`config.mk`:
```
export PLATFORM = sky130hd
export DESIGN_NAME = ntc_thermistor_monitor
export DESIGN_NICKNAME = d
export VERILOG_FILES = /design/src/rtl/core/ntm_pkg.sv /design/src/rtl/core/ntm_curve_mem.sv /design/src/rtl/core/ntm_datapath.sv /design/src/rtl/core/ntm_status_unit.sv /design/src/rtl/core/ntm_out_fifo.sv /design/src/rtl/core/ntc_thermistor_monitor.sv
export SDC_FILE = /design/constraint.sdc
export NUM_CORES = 2
export LEC_CHECK = 0
export BUFFER_PORTS_ARGS = -buffer_cell sky130_fd_sc_hd__buf_2
export CAP_MARGIN = 20
export CORE_ASPECT_RATIO = 1.2
export CORE_UTILIZATION = 40
export CTS_BUF_LIST = sky130_fd_sc_hd__clkbuf_4 sky130_fd_sc_hd__clkbuf_8
export DETAILED_ROUTE_END_ITERATION = 10
export SYNTH_ARGS = -nofsm -noshare
export SYNTH_HDL_FRONTEND = slang
export SYNTH_SLANG_ARGS = --single-unit
```
`constraint.sdc`:
```
create_clock -name clk -period 8 [get_ports clk]
set_input_delay 0.8 -clock clk [delete_from_list [all_inputs] [get_ports clk]]
set_output_delay 0.8 -clock clk [all_outputs]
set_load 0.05 [all_outputs]
```
`src/rtl/core/ntm_pkg.sv`:
```
// ----------------------------------------------------------------------------
// ntm_pkg - shared types and constants for the NTC thermistor monitor
// Field widths, action and status codes, config register indexes and the
// reference-voltage helper used by the datapath and the status unit.
// ----------------------------------------------------------------------------
package ntm_pkg;

  // Curve table geometry
  localparam int TABLE_NODES = 33;
  localparam int NODE_AW     = $clog2(TABLE_NODES);
  localparam int SEG_AW      = 5;
  localparam int STEP_SHIFT  = 7;

  // Field widths
  localparam int RAW_W      = 12;
  localparam int TEMP_W     = 16;
  localparam int MV_W       = 13;
  localparam int VREF_W     = 13;
  localparam int CFG_TEMP_W = 13;
  localparam int CNT_W      = 8;
  localparam int DB_W       = 7;
  localparam int CFG_AW     = 3;
  localparam int PROD_W     = RAW_W + VREF_W;
  localparam int STEP_PROD_W = TEMP_W + 1 + STEP_SHIFT + 1;

  // Conversion constants
  localparam logic [VREF_W-1:0] DEFAULT_VREF   = 13'd3300;
  localparam logic [RAW_W-1:0]  RAW_FULL       = 12'd4095;
  localparam logic [DB_W-1:0]   DEADBAND_MIN   = 7'd20;
  // vref / 100 == (vref * 5243) >> 19 for every 13-bit vref
  localparam logic [VREF_W-1:0] DB_RECIP       = 13'd5243;
  localparam int                DB_RECIP_SHIFT = 19;

  // Output queue depth default
  localparam int OUT_DEPTH_DEF = 8;

  // Config register indexes
  typedef logic [CFG_AW-1:0] cfg_addr_t;
  localparam cfg_addr_t CFG_VREF_MV   = 3'd0;
  localparam cfg_addr_t CFG_PULL_UP   = 3'd1;
  localparam cfg_addr_t CFG_DEBOUNCE  = 3'd2;
  localparam cfg_addr_t CFG_MAX_TEMP  = 3'd3;
  localparam cfg_addr_t CFG_MIN_TEMP  = 3'd4;

  typedef enum logic [1:0] {
    ACT_SAMPLE = 2'd0,
    ACT_WRITE  = 2'd1,
    ACT_CLEAR  = 2'd2
  } action_e;

  typedef enum logic [2:0] {
    ST_OK          = 3'd0,
    ST_HW_FAULT    = 3'd1,
    ST_DEBOUNCE    = 3'd2,
    ST_OVER_TEMP   = 3'd3,
    ST_UNDER_RANGE = 3'd4
  } status_e;

  typedef struct packed {
    logic [VREF_W-1:0]            vref_mv;
    logic                         divider_pull_up;
    logic [CNT_W-1:0]             debounce_threshold;
    logic signed [CFG_TEMP_W-1:0] max_valid_temp;
    logic signed [CFG_TEMP_W-1:0] min_valid_temp;
  } cfg_t;

  // Item leaving the arithmetic pipeline
  typedef struct packed {
    logic                          valid;
    action_e                       action;
    logic [MV_W-1:0]               mv;
    logic signed [TEMP_W-1:0]      y0;
    logic signed [STEP_PROD_W-1:0] step;
  } stage_t;

  typedef struct packed {
    status_e                  status;
    logic signed [TEMP_W-1:0] temp_tenths;
    logic [MV_W-1:0]          millivolts;
    logic                     open_fault;
    logic                     short_fault;
  } result_t;

  // A zero reference selects the default
  function automatic logic [VREF_W-1:0] eff_vref(input logic [VREF_W-1:0] v);
    return (v == '0) ? DEFAULT_VREF : v;
  endfunction

endpackage

```
`src/rtl/core/ntm_curve_mem.sv`:
```
// ----------------------------------------------------------------------------
// ntm_curve_mem - thermistor curve table
// 33 x 16-bit synchronous memory, one write port and two registered read
// ports that fetch the two nodes bounding a 128-code segment.
// ----------------------------------------------------------------------------
module ntm_curve_mem import ntm_pkg::*; (
  input  logic                     clk,
  input  logic                     wr_en,
  input  logic [NODE_AW-1:0]       wr_addr,
  input  logic [TEMP_W-1:0]        wr_data,
  input  logic                     rd_en,
  input  logic [SEG_AW-1:0]        rd_seg,
  output logic signed [TEMP_W-1:0] rd_lo,
  output logic signed [TEMP_W-1:0] rd_hi
);

  logic [TEMP_W-1:0]  mem [TABLE_NODES];
  logic [NODE_AW-1:0] addr_lo;
  logic [NODE_AW-1:0] addr_hi;

  // Lower node and the one after it
  assign addr_lo = NODE_AW'(rd_seg);
  assign addr_hi = addr_lo + 1'b1;

  // Write node
  always_ff @(posedge clk) begin
    if (wr_en) begin
      mem[wr_addr] <= wr_data;
    end
  end

  // Read both bounding nodes
  always_ff @(posedge clk) begin
    if (rd_en) begin
      rd_lo <= signed'(mem[addr_lo]);
      rd_hi <= signed'(mem[addr_hi]);
    end
  end

endmodule

```
`src/rtl/core/ntm_datapath.sv`:
```
// ----------------------------------------------------------------------------
// ntm_datapath - millivolt conversion and interpolation pipeline
// Three stages: raw*vref product, divide-by-4095 estimate and node delta,
// estimate correction and delta*fraction product.
// ----------------------------------------------------------------------------
module ntm_datapath import ntm_pkg::*; (
  input  logic                     clk,
  input  logic                     rst,
  input  logic                     in_valid,
  input  action_e                  in_action,
  input  logic [RAW_W-1:0]         in_raw,
  input  logic [VREF_W-1:0]        vref_mv,
  input  logic signed [TEMP_W-1:0] node_lo,
  input  logic signed [TEMP_W-1:0] node_hi,
  output stage_t                   s3
);

  localparam int QUO_W = PROD_W + 1 - RAW_W;

  // Stage 1
  logic                     v1;
  action_e                  act1;
  logic [STEP_SHIFT-1:0]    frac1;
  logic [PROD_W-1:0]        prod1;
  // Stage 2
  logic                     v2;
  action_e                  act2;
  logic [STEP_SHIFT-1:0]    frac2;
  logic [PROD_W-1:0]        prod2;
  logic [QUO_W-1:0]         est2;
  logic signed [TEMP_W:0]   diff2;
  logic signed [TEMP_W-1:0] y0_2;
  // Combinational
  logic [VREF_W-1:0]        vref_eff;
  logic [PROD_W:0]          est_sum;
  logic [PROD_W:0]          est_back;
  logic [PROD_W:0]          rem;
  logic [QUO_W-1:0]         mv_full;

  assign vref_eff = eff_vref(vref_mv);

  // Valid bits
  always_ff @(posedge clk) begin
    if (rst) begin
      v1 <= 1'b0;
      v2 <= 1'b0;
    end else begin
      v1 <= in_valid;
      v2 <= v1;
    end
  end

  // Stage 1: product raw * vref
  always_ff @(posedge clk) begin
    act1  <= in_action;
    frac1 <= in_raw[STEP_SHIFT-1:0];
    prod1 <= PROD_W'(in_raw) * PROD_W'(vref_eff);
  end

  // Divide by 2^12-1: p/4095 ~ (p + p>>12 + p>>24) >> 12, low by at most one
  assign est_sum = {1'b0, prod1} + (PROD_W+1)'(prod1 >> RAW_W)
                 + (PROD_W+1)'(prod1 >> (2 * RAW_W));

  // Stage 2: quotient estimate and node delta
  always_ff @(posedge clk) begin
    act2  <= act1;
    frac2 <= frac1;
    prod2 <= prod1;
    est2  <= est_sum[PROD_W:RAW_W];
    diff2 <= (TEMP_W+1)'(node_hi) - (TEMP_W+1)'(node_lo);
    y0_2  <= node_lo;
  end

  // Correct the estimate with one compare
  assign est_back = {est2, RAW_W'(0)} - (PROD_W+1)'(est2);
  assign rem      = {1'b0, prod2} - est_back;
  assign mv_full  = est2 + QUO_W'(rem >= (PROD_W+1)'(RAW_FULL));

  // Stage 3: millivolts and interpolation step product
  always_ff @(posedge clk) begin
    if (rst) begin
      s3.valid <= 1'b0;
    end else begin
      s3.valid <= v2;
    end
    s3.action <= act2;
    s3.mv     <= mv_full[MV_W-1:0];
    s3.y0     <= y0_2;
    s3.step   <= STEP_PROD_W'(diff2) * STEP_PROD_W'(signed'({1'b0, frac2}));
  end

endmodule

```
`src/rtl/core/ntm_status_unit.sv`:
```
// ----------------------------------------------------------------------------
// ntm_status_unit - fault detection, debounce and temperature range check
// Holds the latched fault flags, the fault run counter and the last
// temperature, and registers one result per item.
// ----------------------------------------------------------------------------
module ntm_status_unit import ntm_pkg::*; (
  input  logic    clk,
  input  logic    rst,
  input  cfg_t    cfg,
  input  stage_t  s3,
  output logic    res_valid,
  output result_t res
);

  // Thresholds derived from config
  logic [VREF_W-1:0]              vref_eff;
  logic [2*VREF_W-1:0]            db_prod;
  logic [DB_W-1:0]                db_quo;
  logic [DB_W-1:0]                db_r;
  logic [VREF_W-1:0]              hi_r;
  logic signed [TEMP_W:0]         hi_t_r;
  logic signed [TEMP_W:0]         lo_t_r;
  // State
  logic                           open_l, open_next;
  logic                           short_l, short_next;
  logic [CNT_W-1:0]               run_cnt, run_cnt_next;
  logic signed [TEMP_W-1:0]       last_temp, last_temp_next;
  // Combinational
  logic signed [STEP_PROD_W-1:0]  step_sh;
  logic signed [TEMP_W:0]         t_full;
  logic                           le_db;
  logic                           ge_hi;
  logic                           short_hit;
  logic                           open_hit;
  logic [CNT_W-1:0]               cnt_inc;
  logic                           fire;
  result_t                        res_next;

  assign vref_eff = eff_vref(cfg.vref_mv);
  assign db_prod  = (2*VREF_W)'(vref_eff) * (2*VREF_W)'(DB_RECIP);
  assign db_quo   = db_prod[DB_RECIP_SHIFT +: DB_W];

  // Follow config: deadband, upper threshold, window in tenths
  always_ff @(posedge clk) begin
    db_r   <= (db_quo < DEADBAND_MIN) ? DEADBAND_MIN : db_quo;
    hi_r   <= (vref_eff > VREF_W'(db_r)) ? vref_eff - VREF_W'(db_r) : '0;
    hi_t_r <= (TEMP_W+1)'(cfg.max_valid_temp) * 17'sd10;
    lo_t_r <= (TEMP_W+1)'(cfg.min_valid_temp) * 17'sd10;
  end

  // Interpolated temperature, step floored
  assign step_sh = s3.step >>> STEP_SHIFT;
  assign t_full  = (TEMP_W+1)'(s3.y0) + signed'(step_sh[TEMP_W:0]);

  // Short / open classification by divider polarity
  assign le_db = s3.mv <= MV_W'(db_r);
  assign ge_hi = s3.mv >= hi_r;
  always_comb begin
    if (cfg.divider_pull_up) begin
      short_hit = le_db;
      open_hit  = !le_db && ge_hi;
    end else begin
      short_hit = ge_hi;
      open_hit  = !ge_hi && le_db;
    end
  end

  assign cnt_inc = (run_cnt != '1) ? run_cnt + 1'b1 : run_cnt;
  assign fire    = (cfg.debounce_threshold == '0) || (cnt_inc >= cfg.debounce_threshold);

  // Next state and result
  always_comb begin
    open_next      = open_l;
    short_next     = short_l;
    run_cnt_next   = run_cnt;
    last_temp_next = last_temp;
    res_next       = '0;
    res_next.status = ST_OK;
    if (s3.valid) begin
      case (s3.action)
        ACT_SAMPLE: begin
          res_next.millivolts = s3.mv;
          if (open_l || short_l) begin
            res_next.status = ST_HW_FAULT;
          end else if (short_hit || open_hit) begin
            if (fire) begin
              run_cnt_next    = cfg.debounce_threshold;
              short_next      = short_hit;
              open_next       = open_hit;
              res_next.status = ST_HW_FAULT;
            end else begin
              run_cnt_next    = cnt_inc;
              res_next.status = ST_DEBOUNCE;
            end
          end else begin
            run_cnt_next   = '0;
            last_temp_next = t_full[TEMP_W-1:0];
            if (t_full > hi_t_r) begin
              res_next.status = ST_OVER_TEMP;
            end else if (t_full < lo_t_r) begin
              res_next.status = ST_UNDER_RANGE;
            end
          end
        end
        ACT_CLEAR: begin
          open_next    = 1'b0;
          short_next   = 1'b0;
          run_cnt_next = '0;
        end
        default: begin
        end
      endcase
    end
    res_next.temp_tenths = last_temp_next;
    res_next.open_fault  = open_next;
    res_next.short_fault = short_next;
  end

  // State and result registers
  always_ff @(posedge clk) begin
    if (rst) begin
      open_l    <= 1'b0;
      short_l   <= 1'b0;
      run_cnt   <= '0;
      last_temp <= '0;
      res_valid <= 1'b0;
    end else begin
      open_l    <= open_next;
      short_l   <= short_next;
      run_cnt   <= run_cnt_next;
      last_temp <= last_temp_next;
      res_valid <= s3.valid;
    end
  end

  always_ff @(posedge clk) begin
    res <= res_next;
  end

  // Only one fault kind can be latched at a time
  a_one_fault: assert property (@(posedge clk) disable iff (rst)
    !(open_l && short_l))
    else $error("open and short faults latched together");

  // A latched fault blocks every sample
  a_latched_blocks: assert property (@(posedge clk) disable iff (rst)
    (s3.valid && s3.action == ACT_SAMPLE && (open_l || short_l))
      |=> (res_valid && res.status == ST_HW_FAULT))
    else $error("sample passed a latched fault");

  // Clear drops both flags
  a_clear: assert property (@(posedge clk) disable iff (rst)
    (s3.valid && s3.action == ACT_CLEAR) |=> (!open_l && !short_l && run_cnt == '0))
    else $error("clear left fault state behind");

endmodule

```
`src/rtl/core/ntm_out_fifo.sv`:
```
// ----------------------------------------------------------------------------
// ntm_out_fifo - result queue
// Small register queue between the status stage and the output stream.
// ----------------------------------------------------------------------------
module ntm_out_fifo import ntm_pkg::*; #(
  parameter int DEPTH = OUT_DEPTH_DEF
) (
  input  logic    clk,
  input  logic    rst,
  input  logic    push,
  input  result_t din,
  output logic    out_valid,
  input  logic    out_ready,
  output result_t dout
);

  localparam int PW = $clog2(DEPTH);
  localparam int CW = $clog2(DEPTH + 1);

  result_t         entries [DEPTH];
  logic [PW-1:0]   wr_ptr;
  logic [PW-1:0]   rd_ptr;
  logic [CW-1:0]   count;
  logic            pop;

  assign out_valid = (count != '0);
  assign pop       = out_valid && out_ready;
  assign dout      = entries[rd_ptr];

  // Store item
  always_ff @(posedge clk) begin
    if (push) begin
      entries[wr_ptr] <= din;
    end
  end

  // Advance pointers and count
  always_ff @(posedge clk) begin
    if (rst) begin
      wr_ptr <= '0;
      rd_ptr <= '0;
      count  <= '0;
    end else begin
      if (push) begin
        wr_ptr <= (wr_ptr == PW'(DEPTH - 1)) ? '0 : wr_ptr + 1'b1;
      end
      if (pop) begin
        rd_ptr <= (rd_ptr == PW'(DEPTH - 1)) ? '0 : rd_ptr + 1'b1;
      end
      case ({push, pop})
        2'b10:   count <= count + 1'b1;
        2'b01:   count <= count - 1'b1;
        default: count <= count;
      endcase
    end
  end

  // Credit at the input keeps the queue from overflowing
  a_no_overflow: assert property (@(posedge clk) disable iff (rst)
    push |-> (count != CW'(DEPTH) || pop))
    else $error("result queue overflow");

endmodule

```
`src/rtl/core/ntc_thermistor_monitor.sv`:
```
// ----------------------------------------------------------------------------
// ntc_thermistor_monitor - NTC thermistor monitor, table interpolation
// Converts ADC samples to millivolts and tenths of a degree, with debounced
// and latched short/open detection.
// ----------------------------------------------------------------------------
// The block takes one item per clock and returns exactly one result per item,
// in order, through three arithmetic stages (product, divide-by-4095,
// interpolation multiply), the status register and the result queue. An item
// that loads a table node writes the curve memory in the cycle it is accepted,
// so a sample accepted in the next cycle already reads the new node. Up to
// OUT_DEPTH items may be outstanding; when that many results are not yet
// taken, s_axis_tready drops until the output side drains, so the sustained
// rate is one item per cycle whenever m_axis_tready stays high. The curve
// table has no reset and must be loaded before samples are sent; the user
// must write configuration only while no item is outstanding (not enforced).
// ----------------------------------------------------------------------------
module ntc_thermistor_monitor import ntm_pkg::*; #(
  parameter int OUT_DEPTH = OUT_DEPTH_DEF
) (
  input  logic              clk,
  input  logic              rst,
  // raw_sample[11:0], node_index[17:12], node_value[33:18], zero pad [39:34]
  input  logic [39:0]       s_axis_tdata,
  // action[1:0]
  input  logic [1:0]        s_axis_tuser,
  input  logic              s_axis_tvalid,
  output logic              s_axis_tready,
  // temp_tenths[15:0], millivolts[28:16], open_fault[29], short_fault[30],
  // zero pad [31]
  output logic [31:0]       m_axis_tdata,
  // status[2:0]
  output logic [2:0]        m_axis_tuser,
  output logic              m_axis_tvalid,
  input  logic              m_axis_tready,
  input  logic              cfg_we,
  input  logic [CFG_AW-1:0] cfg_addr,
  input  logic [VREF_W-1:0] cfg_wdata
);

  localparam int CW = $clog2(OUT_DEPTH + 1);

  cfg_t                     cfg;
  logic [CW-1:0]            pending;
  logic                     s_accept;
  logic                     m_accept;
  action_e                  in_action;
  logic [RAW_W-1:0]         in_raw;
  logic [NODE_AW-1:0]       in_node_index;
  logic [TEMP_W-1:0]        in_node_value;
  logic                     node_wr;
  logic signed [TEMP_W-1:0] node_lo;
  logic signed [TEMP_W-1:0] node_hi;
  stage_t                   s3;
  logic                     res_valid;
  result_t                  res;
  result_t                  dout;

  // Unpack input item
  assign in_action     = action_e'(s_axis_tuser);
  assign in_raw        = s_axis_tdata[11:0];
  assign in_node_index = s_axis_tdata[17:12];
  assign in_node_value = s_axis_tdata[33:18];

  assign s_axis_tready = (pending < CW'(OUT_DEPTH));
  assign s_accept      = s_axis_tvalid && s_axis_tready;
  assign m_accept      = m_axis_tvalid && m_axis_tready;
  assign node_wr       = s_accept && (in_action == ACT_WRITE)
                       && (in_node_index < NODE_AW'(TABLE_NODES));

  // Config registers
  always_ff @(posedge clk) begin
    if (rst) begin
      cfg.vref_mv            <= DEFAULT_VREF;
      cfg.divider_pull_up    <= 1'b1;
      cfg.debounce_threshold <= '0;
      cfg.max_valid_temp     <= 13'sd125;
      cfg.min_valid_temp     <= -13'sd40;
    end else if (cfg_we) begin
      case (cfg_addr)
        CFG_VREF_MV:  cfg.vref_mv            <= cfg_wdata;
        CFG_PULL_UP:  cfg.divider_pull_up    <= cfg_wdata[0];
        CFG_DEBOUNCE: cfg.debounce_threshold <= cfg_wdata[CNT_W-1:0];
        CFG_MAX_TEMP: cfg.max_valid_temp     <= signed'(cfg_wdata);
        CFG_MIN_TEMP: cfg.min_valid_temp     <= signed'(cfg_wdata);
        default: begin
        end
      endcase
    end
  end

  // Count items accepted but not yet delivered
  always_ff @(posedge clk) begin
    if (rst) begin
      pending <= '0;
    end else begin
      case ({s_accept, m_accept})
        2'b10:   pending <= pending + 1'b1;
        2'b01:   pending <= pending - 1'b1;
        default: pending <= pending;
      endcase
    end
  end

  ntm_curve_mem u_curve_mem (
    .clk     (clk),
    .wr_en   (node_wr),
    .wr_addr (in_node_index),
    .wr_data (in_node_value),
    .rd_en   (s_accept),
    .rd_seg  (in_raw[RAW_W-1:STEP_SHIFT]),
    .rd_lo   (node_lo),
    .rd_hi   (node_hi)
  );

  ntm_datapath u_datapath (
    .clk       (clk),
    .rst       (rst),
    .in_valid  (s_accept),
    .in_action (in_action),
    .in_raw    (in_raw),
    .vref_mv   (cfg.vref_mv),
    .node_lo   (node_lo),
    .node_hi   (node_hi),
    .s3        (s3)
  );

  ntm_status_unit u_status_unit (
    .clk       (clk),
    .rst       (rst),
    .cfg       (cfg),
    .s3        (s3),
    .res_valid (res_valid),
    .res       (res)
  );

  ntm_out_fifo #(
    .DEPTH (OUT_DEPTH)
  ) u_out_fifo (
    .clk       (clk),
    .rst       (rst),
    .push      (res_valid),
    .din       (res),
    .out_valid (m_axis_tvalid),
    .out_ready (m_axis_tready),
    .dout      (dout)
  );

  // Pack result item
  assign m_axis_tdata = {1'b0, dout.short_fault, dout.open_fault, dout.millivolts,
                         dout.temp_tenths};
  assign m_axis_tuser = dout.status;

  // A result on the output always belongs to an outstanding item
  a_result_owned: assert property (@(posedge clk) disable iff (rst)
    m_axis_tvalid |-> (pending != '0))
    else $error("result without an outstanding item");

endmodule

```
Yosys cells after proc, flatten, opt, wreduce, memory -nomap -nowiden:

Memories as Yosys holds them, arrays and structs flattened. A register that Yosys moved wholly into a read port is not among the register bits.
Cells that the tools add are included.

* flip-flop bits (word level): 348
* memory bits (writable): 800
* bits of input ports: 63
* output and inout bits: 37
* memories: 2

Memory list
* u_curve_mem.mem: depth 33, width 16, rd ports 2, clocked after Yosys merged registers in 2, wr ports 1, line ntm_curve_mem.sv:17 `logic [TEMP_W-1:0] mem [TABLE_NODES];`
* u_out_fifo.entries: depth 8, width 34, rd ports 1, clocked after Yosys merged registers in 1, wr ports 1, line ntm_out_fifo.sv:20 `result_t entries [DEPTH];`

* add/subtract/negate cells: 16
* $mul: 5
* magnitude comparators: 10
* eq/ne operators: 14
* multiplexer cells: 37
* bitwise gates (word level): 2
* reductions and logical operators: 27

Operators by type and width (count)
* $mux W16: 4
* $mul A13 B4 Y16 const B: 2
* $mux W8: 4
* $add A25 B13 Y26: 1
* $add A26 B1 Y26: 1
* $ge A26 B12 Y1 const B: 1
* $mul A13 B13 Y26 const B: 1
* $sub A25 B26 Y26: 1
* $sub A26 B14 Y26: 1
* $mul A12 B13 Y25: 1
* $mul A17 B8 Y24: 1
* $mux W3: 7
* $add A16 B17 Y17: 1
* $gt A17 B17 Y1: 1
* $lt A17 B17 Y1: 1
* $sub A16 B16 Y17: 1
* $pmux W4 S2: 2
* $pmux W8 S2: 1
* $mux W1: 15
* $add A13 B1 Y13: 1
* $ge A13 B13 Y1: 1
* $gt A13 B7 Y1: 1
* $le A13 B7 Y1: 1
* $logic_not A13 Y1: 1
* 32 further kinds: 59

Depth between registers and ports, before layout:

* word-level depth: 9
* depth in mapped cells: 29

Hierarchy:

From an unflattened synthesis, not the netlist that was laid out.

* cells, all modules: 5081
* area, all modules: 65245.1 µm²

By module, submodules not included
* ntm_curve_mem: instances 1, cells each 1454, area an instance 25450.7 µm², sequential area each 16816.1 µm²
* ntm_datapath: instances 1, cells each 1765, area an instance 16179.3 µm², sequential area each 3483.3 µm²
* ntm_out_fifo: instances 1, cells each 470, area an instance 10994.3 µm², sequential area each 8428.1 µm²
* ntm_status_unit: instances 1, cells each 1141, area an instance 10566.4 µm², sequential area each 2262.2 µm²
* ntc_thermistor_monitor: instances 1, cells each 251, area an instance 2054.5 µm², sequential area each 1041.0 µm²

Worst setup path after synthesis:

OpenSTA, ideal clock, no wires.

* path kind: input to register
* start: in s_axis_tdata[7]
* end: reg u_datapath.prod1[23]
* library setup time: 0.072 ns
* arrival time: 6.752 ns
* data required time: 7.928 ns
* setup slack: 1.176 ns
* stages: 26
* buffers on the path: 7
* cell sequence: buf_2 -> buf_2 -> buf_4 -> buf_2 -> buf_2 -> buf_2 -> clkbuf_1 -> nand2_1 -> fa_1 -> fa_1 -> fa_1 -> inv_1 -> fa_1 -> inv_1 -> fa_1 -> inv_1 -> ha_1 -> or3_1 -> o22a_1 -> nand4_1 -> a31oi_1 -> a21o_1 -> a221oi_1 -> o21bai_1 -> a21oi_1 -> xnor2_1

* word-level cells in the longest chain between the ends: 1

RTL lines
* start: declaration: line ntc_thermistor_monitor.sv:23 `input logic [39:0] s_axis_tdata,`
* $mul A12 B13 Y25: line ntm_datapath.sv:57 `prod1 <= PROD_W'(in_raw) * PROD_W'(vref_eff);`
* end signal: assignment: line ntm_datapath.sv:57
* end: declaration: line ntm_datapath.sv:24 `logic [PROD_W-1:0] prod1;`

Every way passes these cells.
A chain may end at the register's enable or synchronous reset.

Worst setup path after layout:

* start: reg cfg[41] (netlist name)
* end: reg u_datapath.prod1[23]

* word-level cells in the longest chain between the ends: 3

RTL lines
* $logic_not A13 Y1: line ntm_pkg.sv:86 `return (v == '0) ? DEFAULT_VREF : v;`
* $mux W13 (*): line ntm_pkg.sv:86
* $mul A12 B13 Y25 (*): line ntm_datapath.sv:57

Mark *: on every way between the ends. The rest lies on a longest branch, timed or not.

==> results.json <==
{
  "outcome": "complete, but fails checks",
  "violations": "DRC",
  "cts.sinks": 1176,
  "min_path_type": "input port to flop",
  "start_util_pct": 40.3,
  "ir_drop_uv": 303,
  "r2r_cells": 24,
  "place_area_mm2": 0.0670,
  "worst_slack_ns": 0.712,
  "ys_async_sr_fraction_pct": 0,
  "max_stage_delay_ns": 0.96,
  "drc_errors": 2,
  "die_y_um": 439,
  "setup_tns_ns": 0,
  "first_global_vias": 40000,
  "critPathMaxFanout": 18,
  "crit_required_ns": 8.81,
  "cts_setup_buffers": 0,
  "place_ws_ns": 0.736,
  "crit_type": "flop to flop",
  "fin_crit_sh_pct": 91.1,
  "syn2layout_area_growth_pct": 11.2,
  "cp_cell_sequence": "inv_1 -> ha_1 -> nor4b_1 -> nand4_1 -> nand2b_1 -> nand2_1 -> fa_1 -> fa_1 -> fa_1 -> inv_1 -> fa_1 -> inv_1 -> fa_1 -> inv_1 -> ha_1 -> or3_1 -> o22a_1 -> nand4_1 -> a31oi_1 -> a21o_1 -> a221oi_1 -> o21bai_1 -> a21oi_1 -> xnor2_1",
  "rrSetupSlack_ns": 0.71,
  "antenna_found_initial": 15,
  "relSlewSlack_pct": 28.9,
  "fillers": 14300,
  "synth_warnings": 0,
  "cp_data_arrival_time_ns": 8.10,
  "syn_nets": 5545,
  "timing.fmax_mhz": 137,
  "setup_viol": 0,
  "seq_area_frac_synth_pct": 50.0,
  "cp_slowest_cell": "nand2b_1",
  "synth_edf_count": 832,
  "utilization_pct": 44.8,
  "wl_um": 150000,
  "first_pass_iters": 8,
  "power_density_mw_per_mm2": 313,
  "synth_cell_types": 89,
  "synth_seq_cells": 1176,
  "portBuffers": 92,
  "leakagePower_nw": 28.0,
  "coreArea_mm2": 0.158,
  "cp-startpoint": "cfg[41]$_SDFFE_PP1P_",
  "rows": 160,
  "dp_hpwl_um": 99500,
  "fin_nets": 5720,
  "pin_count": 100,
  "crit_path_end": "u_datapath.prod1[23]$_DFF_P_",
  "hold_violations": 0,
  "cpMostUsedCell": "fa_1",
  "cts_max_level": 4,
  "period_needed_ns": 7.29,
  "overflow": 0,
  "cts_max_path_buffers": 3,
  "cts_made_buffers": 190,
  "postCtsHoldBufs": 0,
  "drt-initial-drc-count": 2619,
  "die_w_um": 367,
  "vias": 38500,
  "worst_pin_slew_ns": 1.07,
  "cp-start-kind": "flop",
  "cts_tree": "built",
  "grt_usage_pct": 18.7,
  "drv_cap": 0,
  "finClkSkew_ns": 0.0824,
  "reg2reg_to": "u_datapath.prod1[23]$_DFF_P_",
  "slew_viol_final": 0,
  "synth_ff_type": "edfxtp_1",
  "grt_pass1_wl_um": 230000,
  "clockRootBuffer": "clkbuf_8",
  "rsz0062_at_grt": "no",
  "gp_congestion": 0.824,
  "avgRoutedWirePerCell_um": 20.7,
  "synthCells": 4794,
  "design_area_mm2": 0.0709,
  "syn_avg_cell_area_um2": 13.3,
  "endpoint_kind": "flop",
  "cts_resized": 0,
  "drive_gt1_share_pct": 18.2,
  "ant_nets": 0,
  "grt_start_max_net_pins": 110,
  "timing.rr.start": "cfg[41]$_SDFFE_PP1P_",
  "vias_per_cell": 5.33,
  "insertion_delay_ns": 0.96,
  "syn_area_mm2": 0.0638,
  "clk_pin_slew_ns": 0.06,
  "die_area_mm2": 0.161
}
cell usage in the layout, fill, tap and decap left out, types with 20 or more instances in the layout:
master and count:
a21o_1 49, a21oi_1 186, and2_1 149, and3_1 36
buf_2 89, buf_4 76, clkbuf_4 63, clkbuf_8 202
clkinv_1 33, dfxtp_1 341, edfxtp_1 832, fa_1 262
ha_1 425, inv_1 521, mux2_2 81, mux2i_1 121
mux4_2 292, nand2_1 373, nand2b_1 20, nand3_1 43
nand3b_1 24, nor2_1 149, nor2_2 27, nor2b_1 48
nor3_1 36, o21a_1 35, o21ai_0 115, o221ai_1 49
xnor2_1 106, xor2_1 38
kinds of logic (layout without fill, tap and decap cells):
family / count (synthesis) / after routing / share of synthesized area (%)
adders and majority gates: 688 / 688 / 16.6
other: 1 / 11 / 0.00588
AOI/OAI and AO/OA: 588 / 588 / 5.98
xor gates and xnor gates: 147 / 147 / 2.02
buffers and inverters: 707 / 1029 / 4.27
muxes: 495 / 495 / 13.7
DFF: 1176 / 1176 / 50.0
and+or+nand+nor: 992 / 992 / 7.50
critical path, delay by kind of cell (launching register included):
family / cells / cell delay [ns]
buffers and inverters: 4 / 0.23
adder cells (fa/ha/maj): 7 / 2.78
AO/OA/AOI/OAI: 6 / 1.23
flip-flops: 1 / 0.30
AND/OR/NAND/NOR: 6 / 2.47
XOR/XNOR: 1 / 0.14
Yosys cell counts (all sizes together) (12+ instances only):
cell type / count / area share [%]
a211oi: 14 / 0.18
a21o: 49 / 0.58
a21oi: 190 / 1.5
a31oi: 12 / 0.14
and2: 151 / 1.5
and3: 36 / 0.35
buf: 54 / 0.43
clkbuf: 132 / 0.78
dfxtp: 344 / 11
edfxtp: 832 / 39
fa: 262 / 8.2
ha: 426 / 8.4
inv: 521 / 3.1
mux2: 82 / 1.5
mux2i: 121 / 1.9
mux4: 292 / 10
nand2: 373 / 2.2
nand2b: 21 / 0.21
nand3: 43 / 0.34
nand3b: 24 / 0.28
nand4: 18 / 0.18
nor2: 188 / 1.1
nor2b: 49 / 0.49
nor3: 38 / 0.30
nor4: 12 / 0.12
o211ai: 13 / 0.15
o21a: 35 / 0.41
o21ai: 124 / 0.98
o21bai: 13 / 0.15
o221ai: 49 / 0.67
o22ai: 18 / 0.18
or3: 14 / 0.14
xnor2: 107 / 1.5
xor2: 40 / 0.55
worst min path at each step:
stage,from,endpoint,depth (start not counted)
global placement,u_datapath.frac1[0]$_DFF_P_,u_datapath.frac2[0]$_DFF_P_,0
detailed placement,u_datapath.y0_2[3]$_DFF_P_,u_datapath.s3[28]$_DFF_P_,0
CTS,s_axis_tuser[0],u_datapath.act1[0]$_DFF_P_,1
global route,s_axis_tuser[0],u_datapath.act1[0]$_DFF_P_,1
floorplan,u_datapath.act1[0]$_DFF_P_,u_datapath.act2[0]$_DFF_P_,0
finish,s_axis_tuser[0],u_datapath.act1[0]$_DFF_P_,1
layer usage:
| layer | GRT usage [%] | share of wire [%] | up-vias |
|---|---|---|---|
| li1 | - | - | 17700 |
| met1 | 23.7 | 42 | 19600 |
| met2 | 32.7 | 50 | 1015 |
| met3 | 3.28 | 5.9 | 222 |
| met4 | 5.01 | 2.1 | 10 |
| met5 | 0 | 0.045 | - |
state kept, by name (all words and copies together) (netlist names), 17 cells and up, named ones only:
name,flops
u_out_fifo.entries,272
u_datapath.prod2,25
u_datapath.prod1,25
u_datapath.diff2,17
u_curve_mem.mem,528
u_status_unit.res,34
u_datapath.s3,49
cfg,48
power by group:
part / internal (mW) / total (mW) / switching, mW
sequential: 7.01 / 7.36 / 0.347
combinational: 4.32 / 9.54 / 5.22
clock: 2.78 / 5.28 / 2.50
total: 14.1 / 22.2 / 8.07
metrics by stage:
step | hold WS (ns) | cells | power, mW
2_1_floorplan | 0.310 | 4794 | 15.0
3_3_place_gp | 0.313 | 6883 | 16.9
3_5_place_dp | 0.312 | 6883 | 17.1
4_1_cts | 0.0551 | 7222 | 22.5
5_1_grt | 0.0820 | 7225 | 24.0
6_report | 0.162 | 7232 | 22.2
cell type report:
class	count	area, µm²	area share, %
Clock inverter	74	659	0.930
Clock buffer	265	3250	4.59
Tap cell	2106	2640	3.72
Multi-Input combinational cell	2911	29400	41.5
Antenna cell	10	25.0	0.0353
Inverter	521	1960	2.76
Timing Repair Buffer	169	1090	1.54
Sequential cell	1176	31900	45.0
Power figures use the tool's default switching activity.
